==> src/agc_pkg.sv <==
// ============================================================================
// agc_pkg
// Shared types, constants and tables of the asymmetric 2-D Gaussian cost block.
// ============================================================================
`default_nettype none

package agc_pkg;

  // CORDIC
  localparam int unsigned ANGLE_ITERATIONS_DFLT = 16;
  localparam int unsigned ATAN_ENTRIES          = 32;
  localparam logic signed [31:0] CORDIC_GAIN_Q28 = 32'sd163008218;
  localparam logic signed [32:0] PI_Q29          = 33'sd1686629713;
  localparam logic signed [32:0] HALF_PI_Q29     = 33'sd843314857;

  // quadratic terms
  localparam int unsigned QUOT_BITS = 29;
  localparam logic [QUOT_BITS-1:0] QMAX_Q24 = QUOT_BITS'(1) << 28;

  // exponential
  localparam int unsigned HORNER_STEPS  = 6;
  localparam int unsigned EXP_SQUARINGS = 8;

  // configuration port
  localparam int unsigned CFG_ADDR_W = 4;
  localparam logic [1:0] REG_FRONT = 2'd0;
  localparam logic [1:0] REG_REAR  = 2'd1;
  localparam logic [1:0] REG_SIDE  = 2'd2;
  localparam logic [31:0] VAR_RESET = 32'd65536;

  typedef struct packed {
    logic [31:0] front_variance;
    logic [31:0] rear_variance;
    logic [31:0] side_variance;
  } agc_cfg_t;

  // atan(2^-i) in Q2.29
  function automatic logic signed [32:0] atan_q29(input logic [4:0] idx);
    case (idx)
      5'd0:  return 33'sd421657428;
      5'd1:  return 33'sd248918915;
      5'd2:  return 33'sd131521918;
      5'd3:  return 33'sd66762579;
      5'd4:  return 33'sd33510843;
      5'd5:  return 33'sd16771758;
      5'd6:  return 33'sd8387925;
      5'd7:  return 33'sd4194219;
      5'd8:  return 33'sd2097141;
      5'd9:  return 33'sd1048575;
      5'd10: return 33'sd524288;
      5'd11: return 33'sd262144;
      5'd12: return 33'sd131072;
      5'd13: return 33'sd65536;
      5'd14: return 33'sd32768;
      5'd15: return 33'sd16384;
      5'd16: return 33'sd8192;
      5'd17: return 33'sd4096;
      5'd18: return 33'sd2048;
      5'd19: return 33'sd1024;
      5'd20: return 33'sd512;
      5'd21: return 33'sd256;
      5'd22: return 33'sd128;
      5'd23: return 33'sd64;
      5'd24: return 33'sd32;
      5'd25: return 33'sd16;
      5'd26: return 33'sd8;
      5'd27: return 33'sd4;
      5'd28: return 33'sd2;
      5'd29: return 33'sd1;
      default: return 33'sd0;
    endcase
  endfunction

endpackage

`default_nettype wire

==> src/agc_cfg.sv <==
// ============================================================================
// agc_cfg
// Variance registers behind a small APB slave.
// ============================================================================
`default_nettype none

module agc_cfg (
  input  logic                               clk,
  input  logic                               rst_n,
  input  logic                               cfg_psel,
  input  logic                               cfg_penable,
  input  logic                               cfg_pwrite,
  input  logic [agc_pkg::CFG_ADDR_W-1:0]     cfg_paddr,
  input  logic [31:0]                        cfg_pwdata,
  output logic [31:0]                        cfg_prdata,
  output logic                               cfg_pready,
  output agc_pkg::agc_cfg_t                  cfg_o
);
  import agc_pkg::*;

  agc_cfg_t   regs_r;
  logic [1:0] idx;
  logic       wr_en;

  assign idx        = cfg_paddr[3:2];
  assign cfg_pready = 1'b1;
  assign wr_en      = cfg_psel & cfg_penable & cfg_pwrite & cfg_pready;

  always_ff @(posedge clk) begin
    if (!rst_n) begin
      regs_r.front_variance <= VAR_RESET;
      regs_r.rear_variance  <= VAR_RESET;
      regs_r.side_variance  <= VAR_RESET;
    end else if (wr_en) begin
      case (idx)
        REG_FRONT: regs_r.front_variance <= cfg_pwdata;
        REG_REAR:  regs_r.rear_variance  <= cfg_pwdata;
        REG_SIDE:  regs_r.side_variance  <= cfg_pwdata;
        default: ;
      endcase
    end
  end

  always_comb begin
    case (idx)
      REG_FRONT: cfg_prdata = regs_r.front_variance;
      REG_REAR:  cfg_prdata = regs_r.rear_variance;
      REG_SIDE:  cfg_prdata = regs_r.side_variance;
      default:   cfg_prdata = '0;
    endcase
  end

  assign cfg_o = regs_r;

endmodule

`default_nettype wire

==> config.mk <==
export PLATFORM = sky130hd
export DESIGN_NAME = agc_cfg
export DESIGN_NICKNAME = d
export VERILOG_FILES = /design/src/agc_pkg.sv /design/src/agc_cfg.sv
export SDC_FILE = /design/constraint.sdc
export NUM_CORES = 1
export LEC_CHECK = 0
export BUFFER_PORTS_ARGS = -buffer_cell sky130_fd_sc_hd__buf_2
export CAP_MARGIN = 30
export CELL_PAD_IN_SITES_DETAIL_PLACEMENT = 1
export CELL_PAD_IN_SITES_GLOBAL_PLACEMENT = 1
export CORE_MARGIN = 1.5
export CORE_UTILIZATION = 38
export CTS_CLUSTER_DIAMETER = 120
export DETAILED_ROUTE_END_ITERATION = 7
export HOLD_SLACK_MARGIN = 0.02
export PLACE_DENSITY = 0.95
export SLEW_MARGIN = 10
export SYNTH_ARGS = -nofsm -noshare
export SYNTH_HDL_FRONTEND = slang
export SYNTH_SLANG_ARGS = --single-unit
==> constraint.sdc <==
create_clock -name clk -period 2 [get_ports clk]
set_input_delay 0.1 -clock clk [delete_from_list [all_inputs] [get_ports clk]]
set_output_delay 0.1 -clock clk [all_outputs]
set_load 0.02 [all_outputs]
==> results.py <==
metrics = {
    "detailed_routing": {
        "ant_nets": 0,
        "vias": 3800,
        "firstDrtPassIters": 4,
        "post-route-drc-count": 0,
        "drt_iter0_drc": 102,
        "postRouteWirelength_um": 12770,
        "wl_per_cell_um": 16.92,
        "viasPerCell": 5.033,
    },
    "yosys": {
        "ys_seq_area_frac": 0.4516,
        "syn_inst": 459,
        "synth_top_area_frac": 0.4516,
        "synth_area_per_cell_sq_um": 9.271,
        "ys.flop_type": "dfxtp_1",
        "synth_edf_count": 0,
        "yosys_warnings": 0,
        "yosysTopAreaCell": "dfxtp_1",
        "synthTopCellsByArea": "dfxtp_1 45%, mux2i_1 30%, nand2_1 14%",
        "ys_types": 16,
        "synth.cell_area_sq_um": 4255,
        "syn-num-nets": 500,
        "synth_common_cells": "156 x nand2_1, 128 x mux2i_1, 96 x dfxtp_1, 32 x o21ai_0, 20 x clkbuf_1",
        "async_flop_share": 0,
        "ys_ff_latch": 96,
        "synth.most_common_cell": "nand2_1",
    },
    "clock_network": {
        "clk_latency_ns": 0.35,
        "cts.sinks": 96,
        "cts_tree": "yes",
        "clkTransAtPathRegs_ns": 0.09,
        "cts_resized": 0,
        "cts_setup_buffers": 0,
        "clockRootBuffer": "clkbuf_8",
        "cts_made_buffers": 9,
        "cts_hold_repair.buffers": 0,
        "htree_levels": 3,
        "clockBufferDepth": 2,
    },
    "timing": {
        "tightest_slew_ns": 0.6109,
        "timing.setup.tns_ns": 0,
        "timing.hold.ws_ns": 0.04861,
        "finalSetupViolations": 0,
        "fmax_ghz": 0.7372,
        "timing.final.max_slew_violations": 0,
        "relSlewSlack": 0.5927,
        "fin_skew_ns": 0,
        "period_needed_ns": 1.356,
        "rsz0062_at_grt": "false",
        "hold_viol": 0,
        "period_share": 0.6782,
    },
    "worst_setup_path": {
        "crit_fanout": 3,
        "r2r_cells": 2,
        "r2r_slack_ns": 1.29,
        "crit_path_start": "cfg_o[90]$_SDFFE_PN0P_",
        "critPathLaunchType": "register",
        "crit_path_end_kind": "output pin",
        "timing.rr.start": "cfg_o[80]$_SDFFE_PN1P_",
        "timing.critical_path.required_ns": 1.90,
        "arrival_ns": 1.26,
        "crit_type": "reg2out",
    },
    "power": {
        "pwr-share-comb": 0.101,
        "p_per_area_nw_per_um2": 631.0,
        "p_sw_mw": 0.8491,
        "pwr-share-clk": 0.321,
        "total_power_mw": 3.381,
        "pwr-share-seq": 0.578,
        "p_int_mw": 2.531,
        "swShare": 0.2512,
        "vdd_drop_max_mv": 0.2797,
        "p_leak_nw": 2.864,
    },
    "die": {
        "start_util": 0.3908,
        "pin_count": 170,
        "core-area_sq_um": 10890,
        "die_y_um": 108.8,
        "fp-row-count": 38,
        "dieArea_sq_um": 11840,
        "die_w_um": 108.8,
    },
    "job": {
        "cap_violations": 0,
    },
    "placed_design": {
        "place_congestion": 0.7684,
        "port_buffers": 166,
        "dp_hpwl_um": 9430,
    },
    "status": {
        "status": "finished, final reports clean",
    },
    "final_layout": {
        "drive_gt1_frac": 0.3171,
        "largest_reg_flops": 96,
        "post-route-util": 0.4921,
        "final_nets": 653,
        "diodes": 0,
        "syn_to_final_growth_pct": 25.90,
    },
    "global_routing": {
        "grt.overflow.total": 0,
        "grtUsageTotal": 0.2182,
        "antenna_found_initial": 0,
        "grt_first_pass_wirelength_um": 19920,
        "grt_pass1_vias": 4040,
        "grt_max_degree": 65,
    },
    "min_path": {
        "hp-start": "cfg_pwdata[0]",
        "hold_path_depth": 3,
        "hold_class": "in2reg",
    },
}
cell usage in the layout, fill, tap and decap left out, drive strengths merged:
master	n
nand2	156
dfxtp	96
nor2b	5
buf	179
nand4	1
nor3	1
or3b	1
mux2i	128
clkbuf	13
clkinv	1
nand3	1
conb	1
o21ai	32
metrics by stage:
stage / setup WS, ns / cells / cell area [sq um]
after CTS: 0.6252 / 755 / 5358
after global routing: 0.5510 / 755 / 5358
after floorplan: 0.7818 / 459 / 4255
final: 0.6436 / 755 / 5358
after global placement: 0.5314 / 741 / 5204
after detailed placement: 0.5101 / 741 / 5204
cell families (layout without fill, tap and decap cells):
family / count (synthesis) / after routing / share of synthesized area
AND/OR/NAND/NOR: 165 / 165 / 0.1567
multiplexers: 128 / 128 / 0.3011
buffers and inverters: 37 / 193 / 0.05204
flip-flops: 96 / 96 / 0.4516
other: 1 / 1 / 0.0008812
AO/OA/AOI/OAI: 32 / 32 / 0.03764
metal layers:
layer	track usage	routed length (um)	up-vias
li1	-	-	1825
met1	0.2288	5026	1844
met2	0.4250	7010	111
met3	0.03168	474	20
met4	0.09774	261	0
met5	0	0	-
critical path: stages, from the launching register on:
cell	delay (ns)
dfxtp_1	0.38
mux2i_1	0.10
o21ai_0	0.23
buf_2	0.21
power by group through the flow:
| stage | Clock [mW] | Combinational [mW] | Sequential [mW] |
|---|---|---|---|
| 2_1_floorplan | 0 | 0.181 | 2.03 |
| 3_3_place_gp | 0 | 0.328 | 2.00 |
| 3_5_place_dp | 0 | 0.344 | 2.00 |
| 4_1_cts | 1.12 | 0.345 | 1.95 |
| 5_1_grt | 1.21 | 0.366 | 1.96 |
| 6_report | 1.08 | 0.341 | 1.95 |
worst paths after layout:
check                                         endpoint
worst max register to register  cfg_o[80]$_SDFFE_PN1P_
worst min-delay path            cfg_o[32]$_SDFFE_PN0P_
worst min register to register  cfg_o[93]$_SDFFE_PN0P_
worst max-delay path                    cfg_prdata[26]
final cells by class:
class                   count  area, sq um
flip-flops and latches     96         1922
clock buffers              13        148.9
repair buffers            179        980.9
clock inverters             1        5.005
fillers                  1343         5530
multi-input cells         326         2126
well taps                 140        175.2
No activity file was read; power rests on OpenSTA's default activity.
